**src/rtl/core/assert_macros.svh**
```systemverilog
// ----------------------------------------------------------------------------
// Assertion macros
// Shared concurrent assertion forms for the contact resolver RTL.
// ----------------------------------------------------------------------------
`ifndef ASSERT_MACROS_SVH
`define ASSERT_MACROS_SVH

// Same-cycle implication, disabled while reset is asserted
`define PCIR_ASSERT_IMP(lbl, clk, rstn, ante, cons) \
  lbl: assert property (@(posedge clk) disable iff (!rstn) (ante) |-> (cons)) \
    else $error("assertion failed");

// Next-cycle implication, disabled while reset is asserted
`define PCIR_ASSERT_NXT(lbl, clk, rstn, ante, cons) \
  lbl: assert property (@(posedge clk) disable iff (!rstn) (ante) |=> (cons)) \
    else $error("assertion failed");

`endif

```
**src/rtl/core/pcir_pkg.sv**
```systemverilog
// ----------------------------------------------------------------------------
// pcir_pkg
// Widths, register codes and shared types of the contact impulse resolver.
// ----------------------------------------------------------------------------
package pcir_pkg;

  // Vector components and fixed-point scales
  localparam int unsigned CW   = 16;
  localparam int unsigned NF   = CW - 2;
  localparam int unsigned VW   = 3 * CW;
  localparam int unsigned IMW  = 16;
  localparam int unsigned PENW = 15;
  localparam int unsigned RSTW = 9;
  localparam int unsigned RSH  = 8;
  localparam int unsigned TSW  = 16;
  localparam int unsigned TW   = IMW + 1;

  // Datapath widths
  localparam int unsigned PRW  = 2 * CW + 1;
  localparam int unsigned DOTW = PRW + 2;
  localparam int unsigned SEPW = DOTW - NF;
  localparam int unsigned AFW  = DOTW + TSW + 1;
  localparam int unsigned ACCW = AFW - NF - TSW;
  localparam int unsigned NSMW = SEPW + RSTW + 2;
  localparam int unsigned NSW  = NSMW - RSH;
  localparam int unsigned ACRW = ACCW + RSTW + 1;
  localparam int unsigned DW   = SEPW + 2;
  localparam int unsigned NUMW = DW + IMW;
  localparam int unsigned MPW  = CW + DW + 1;
  localparam int unsigned SUMW = MPW - NF + 1;

  // Queue between front and back
  localparam int unsigned FQ_DEPTH = 4;

  // Register file
  localparam int unsigned REG_IDX_W = 1;
  localparam int unsigned PAW       = REG_IDX_W + 2;
  localparam logic [REG_IDX_W-1:0] REG_TIME_STEP = '0;
  localparam logic [TSW-1:0] TS_RESET = 16'd1092;

  // Contact data carried along the pipeline
  typedef struct packed {
    logic [VW-1:0]   vel_a;
    logic [VW-1:0]   vel_b;
    logic [VW-1:0]   pos_a;
    logic [VW-1:0]   pos_b;
    logic [VW-1:0]   nrm;
    logic [IMW-1:0]  ima;
    logic [IMW-1:0]  imb;
    logic            has_b;
    logic [PENW-1:0] pen;
    logic [RSTW-1:0] rest;
  } ctx_t;

  // Classified contact handed from front to back
  typedef struct packed {
    ctx_t          ctx;
    logic [DW-1:0] delta;
    logic [TW-1:0] tot;
    logic          imp;
    logic          mov;
  } fq_t;

endpackage

```
**src/rtl/core/pcir_fifo.sv**
```systemverilog
// ----------------------------------------------------------------------------
// pcir_fifo
// Short queue of classified contacts between the front and the back.
// ----------------------------------------------------------------------------
`include "assert_macros.svh"

module pcir_fifo (
  input  logic          clk_i,
  input  logic          rst_ni,
  input  logic          push_i,
  input  pcir_pkg::fq_t push_data_i,
  output logic          push_ready_o,
  input  logic          pop_i,
  output logic          pop_valid_o,
  output pcir_pkg::fq_t pop_data_o
);
  import pcir_pkg::*;

  localparam int unsigned PTRW = $clog2(FQ_DEPTH);
  localparam int unsigned CNTW = $clog2(FQ_DEPTH + 1);

  fq_t mem_q [FQ_DEPTH];
  logic [PTRW-1:0] wr_ptr_q, rd_ptr_q;
  logic [CNTW-1:0] cnt_q;
  logic do_push, do_pop;

  assign push_ready_o = (cnt_q != CNTW'(FQ_DEPTH));
  assign pop_valid_o  = (cnt_q != '0);
  assign pop_data_o   = mem_q[rd_ptr_q];
  assign do_push      = push_i && push_ready_o;
  assign do_pop       = pop_i && pop_valid_o;

  // Advance pointers and fill count
  always_ff @(posedge clk_i or negedge rst_ni) begin
    if (!rst_ni) begin
      wr_ptr_q <= '0;
      rd_ptr_q <= '0;
      cnt_q    <= '0;
    end else begin
      if (do_push) begin
        wr_ptr_q <= wr_ptr_q + 1'b1;
      end
      if (do_pop) begin
        rd_ptr_q <= rd_ptr_q + 1'b1;
      end
      if (do_push && !do_pop) begin
        cnt_q <= cnt_q + 1'b1;
      end else if (do_pop && !do_push) begin
        cnt_q <= cnt_q - 1'b1;
      end
    end
  end

  // Store the incoming request
  always_ff @(posedge clk_i) begin
    if (do_push) begin
      mem_q[wr_ptr_q] <= push_data_i;
    end
  end

  `PCIR_ASSERT_IMP(a_cnt_bound, clk_i, rst_ni, 1'b1, cnt_q <= CNTW'(FQ_DEPTH))
  `PCIR_ASSERT_NXT(a_cnt_inc, clk_i, rst_ni, do_push && !do_pop, cnt_q == $past(cnt_q) + 1'b1)
  `PCIR_ASSERT_IMP(a_ptr_eq, clk_i, rst_ni, cnt_q == '0 || cnt_q == CNTW'(FQ_DEPTH), wr_ptr_q == rd_ptr_q)

endmodule

```
**config.mk**
```make
export PLATFORM = sky130hd
export DESIGN_NAME = pcir_fifo
export DESIGN_NICKNAME = d
export VERILOG_FILES = /design/src/rtl/core/pcir_pkg.sv /design/src/rtl/core/pcir_fifo.sv
export VERILOG_INCLUDE_DIRS = /design/src /design/src/rtl/core
export SDC_FILE = /design/constraint.sdc
export NUM_CORES = 1
export LEC_CHECK = 0
export BUFFER_PORTS_ARGS = -buffer_cell sky130_fd_sc_hd__buf_2
export CAP_MARGIN = 20
export CORE_ASPECT_RATIO = 1.75
export CORE_UTILIZATION = 40
export CTS_CLUSTER_DIAMETER = 80
export DETAILED_ROUTE_END_ITERATION = 10
export PLACE_DENSITY = 0.67
export SLEW_MARGIN = 20
export SYNTH_ARGS = -nofsm -noshare
export SYNTH_HDL_FRONTEND = slang
export SYNTH_SLANG_ARGS = --single-unit
```
**constraint.sdc**
```tcl
create_clock -name clk_i -period 26 [get_ports clk_i]
set_clock_uncertainty 0.15 [all_clocks]
set_input_delay 2.6 -clock clk_i [delete_from_list [all_inputs] [get_ports clk_i]]
set_output_delay 2.6 -clock clk_i [all_outputs]
set_load 0.02 [all_outputs]
```
Word level (Yosys, flattened, before mapping) --
Memory sizes are Yosys's and may differ from the RTL's. Index checks and enable logic that the tools add are counted.
Cells by class: equality and inequality tests 1, multiplexer cells 4, add/sub/neg operators 4, reductions and logical operators 8
Operators with widths (count):
- 3-bit 2-to-1 mux | 2
- 2-bit by 1-bit adder with 2-bit output, second input constant | 2
- 1-bit logical AND | 4
- 3-bit by 1-bit adder with 3-bit output, second input constant | 1
- 3-bit != test, second input constant | 1
- 3-bit nonzero test | 1
- 3-bit by 1-bit subtractor with 3-bit output, second input constant | 1
- 1-bit zero test | 2
- 1-bit 2-to-1 mux | 2
- 2-bit nonzero test | 1
Storage, ports and cells: output and inout bits 341, memory bits (writable) 1356, memories 1, register bits after elaboration 7
Memories:
- mem_q | words 4, bits a word 339, rd ports 1, clocked after Yosys merged registers in 0, write ports 1, line pcir_fifo.sv:22 | fq_t mem_q [FQ_DEPTH];

Logic depth before layout (Yosys ltp) --
depth in word-level cells 6, gate-level depth with buffers 8, depth with buffers taken out 8

Least setup slack after synthesis --
No wires, ideal clock.
kind input-to-reg, start in push_i, end mem mem_q[0][0] (netlist bit), enable pin, stages on the path 2, data required time 25105 ps, path buffers 0, path slack 14525 ps, library setup time 745 ps, data arrival time 10581 ps, cell sequence a21boi_2 and2_1
Between the ends: cells in the longest elaborated chain, start to end 3
Ends and longest elaborated chain:
- start: declaration | line pcir_fifo.sv:10 | input logic push_i,
- 1-bit logical AND | line pcir_fifo.sv:30 | assign do_push = push_i && push_ready_o;
- 1-bit 2-to-1 mux | line pcir_fifo.sv:56 | if (do_push) begin
- 1-bit 2-to-1 mux (implied by the code) | line pcir_fifo.sv:57 | mem_q[wr_ptr_q] <= push_data_i;
- end: declaration | line pcir_fifo.sv:22
No other way between the ends.

==> impl_results.md <==
- Most common cell after layout, fill and taps aside: edfxtp_1
- Psw: ~0.0023 W
- Sw Share: 32.8%
- Maximum root-to-sink buffer count: 3
- H-tree depth: 3
- Setup_tns: 0 ps
- Final Max Slew Viols: 0
- I/O pin total: about 700
- Combinational share of power: between 30% and 40%
- RSZ-0062 raised after global routing: false
- Vias in the first global route: about 24000
- Clk_lat worst skew: slightly above 700 ps
- Post CTS Setup Buffer Count: 0
- Placer Congestion: between 0.7 and 0.8
- Clock period minus worst slack: 7020 ps
- Number of synthesized register bits: ~1400
- Seq pwr share: 43.5%
- Post-cts hold buffer count: 0
- Row count: 170
- Initial core utilization: 40.3%
- CP max FO: 110
- IO Port Bufs: about 700
- TritonCTS clock tree: done
- Horiz. Die Dim: about 270 um
- Core area: 123000 sq um
- Via density: 5.12
- CTS Root Cell: clkbuf_16
- Synthesized area: around 49000 sq um
- Final Util: a little under half
- First-pass GRT wire length: between 150000 and 200000 um
- Fin. Hold Viols: 0
- Post-route ant nets: 0
- Total number of vias: roughly 22000
- Final wirelength: ~110000 um
- Syn_nets: between 2000 and 2500
- Detail Placement HPWL: approximately 67000 um
- # resized after CTS: 0
- Pwr dens: approximately 120 nW/um^2
- # DRC: 0
- Fin crit share: a little over a quarter
- Routed len/inst: roughly 25 um
- Internal power: around 0.0047 W
- Largest net degree at the start of global routing: between 100 and 150
- Seq/Total Area, Yosys: between 80 and 90%
- Most frequent cells in the layout: 1356 x edfxtp_1, 683 x buf_2, 339 x mux4_2
- Initial drt markers: 1634
- Max-capacitance violation count: 0
- Net count, final: between 2000 and 3000
- Worst-Margin Slew: approximately 1100 ps
- Power Total: between 0.006 and 0.007 W
- CTS Sinks: about 1400
- Syn avg cell area: 27.3 sq um
- Unique masters post-synth: 18
- Fmax: ~140 MHz
- HP Class: reg2reg
- Setup violators final: 0
- P&R area growth vs syn: 18.4%
- Total GRT Usage: 16.8%
- Worst EP required: ~23000 ps
- Gr ovfl total: 0
- Syn. warnings: 0
- Total CTS buffers: between 100 and 150
- Initial antenna violation count: 53
- Clock-pin slew on the worst setup and hold paths: 60 ps
- Data arrival, critical path: 4270 ps
- Router iterations before antenna repair: 7
- Clk pwr share: about a quarter
- CP Launch Type: flop
- CP Class: reg2out
- Pleak: just under 20 nW
- Synthesized instance count: 1806
- Status: finished, final reports clean
- Maximum vdd ir drop: 0.0907 mV
- Share of post-route cells with drive strength above 1: a little under half
- Relative slew slack: about a quarter
- CP endpoint kind: primary output
- Die ar.: 125000 sq um
- Chip height: 467 um
-- logic make-up (layout without fill, tap and decap cells) --
| logic type | Yosys count | count (layout) | synth area share (%) |
|---|---|---|---|
| xor gates and xnor gates | 6 | 6 | 0.107 |
| adders and majority gates | 6 | 6 | 0.167 |
| and+or+nand+nor | 10 | 10 | 0.104 |
| other | 0 | 31 | 0 |
| buffers and inverters | 79 | 931 | 1.19 |
| AOI/OAI and AO/OA | 1 | 1 | 0.0228 |
| muxes | 341 | 341 | 15.5 |
| DFF | 1363 | 1363 | 82.9 |
-- power groups by stage --
stage	clock (W)	sequential [W]	combinational (W)
after floorplan	0	0.00317	0.00157
after global placement	0	0.00306	0.00225
after detailed placement	0	0.00309	0.00227
after CTS	0.00175	0.00304	0.00228
after global routing	0.00182	0.00307	0.00238
final	0.00170	0.00303	0.00224
-- synthesized netlist by cell type, drive strengths merged --
| library cell | count | area share, % |
|---|---|---|
| nand2 | 2 | 0.015 |
| nor2 | 2 | 0.015 |
| inv | 3 | 0.023 |
| edfxtp | 1356 | 83 |
| xnor2 | 4 | 0.071 |
| clkbuf | 7 | 0.053 |
| fa | 1 | 0.041 |
| buf | 69 | 1.1 |
| mux4 | 339 | 15 |
| a21boi | 1 | 0.023 |
| nand3 | 1 | 0.010 |
| dfrtp | 7 | 0.36 |
| and2 | 4 | 0.051 |
| or3 | 1 | 0.013 |
| xor2 | 2 | 0.036 |
| ha | 5 | 0.13 |
| mux2 | 2 | 0.046 |
-- flip-flops by register name (all words and copies together), names as in the netlist --
name,flops
cnt_q,3
mem_q,1356
rd_ptr_q,2
wr_ptr_q,2
-- final cells by class --
cell class	count	area (sq um)
clock buffer	137	3070
timing repair buffer	709	3700
sequential	1363	40900
fill	9993	64100
multi-input combinational	364	7870
inverter	3	11.3
clock inverter	82	732
antenna	31	77.6
tap	1634	2040
-- worst max-delay path, stage by stage, from the launching register on --
cell and delay (ps):
dfrtp_4 1040, buf_12 660, buf_4 820, mux4_2 610, buf_2 210
-- worst paths after layout --
path / from / endpoint / slack (ps) / depth (start not counted)
max in group asynchronous: rst_ni / rd_ptr_q[1] / 23950 / 1
setup / recovery: rd_ptr_q[0] / pop_data_o[132] / 18980 / 4
hold / removal: cnt_q[2] / cnt_q[2] / 400 / 1
hold reg to reg: cnt_q[2] / cnt_q[2] / 400 / 1
setup reg to reg: cnt_q[0] / mem_q[1][189] / 21920 / 5
min in group asynchronous: rst_ni / cnt_q[1] / 1560 / 1
-- routing by layer --
metal | wire, um | global-route usage [%] | vias to the layer above | share of wire, %
met5 | 339 | 0 | - | 0.32
met4 | 3660 | 7.32 | 54 | 3.4
met3 | 12000 | 7.10 | 224 | 11
met2 | 52500 | 27.4 | 847 | 49
met1 | 37800 | 19.2 | 11600 | 36
li1 | - | - | 9435 | -
-- per-stage QoR --
stage               instances  instance area, sq um  hold WS, ps  setup WS (ps)
global route             4315                 58400          418          18550
finish                   4323                 58400          396          18980
global placement         4072                 54500          363          19580
CTS                      4291                 58300          401          18680
floorplan                1806                 49300          343          14520
detailed placement       4072                 54500          388          19510
No activity file was read; power rests on OpenSTA's default activity.
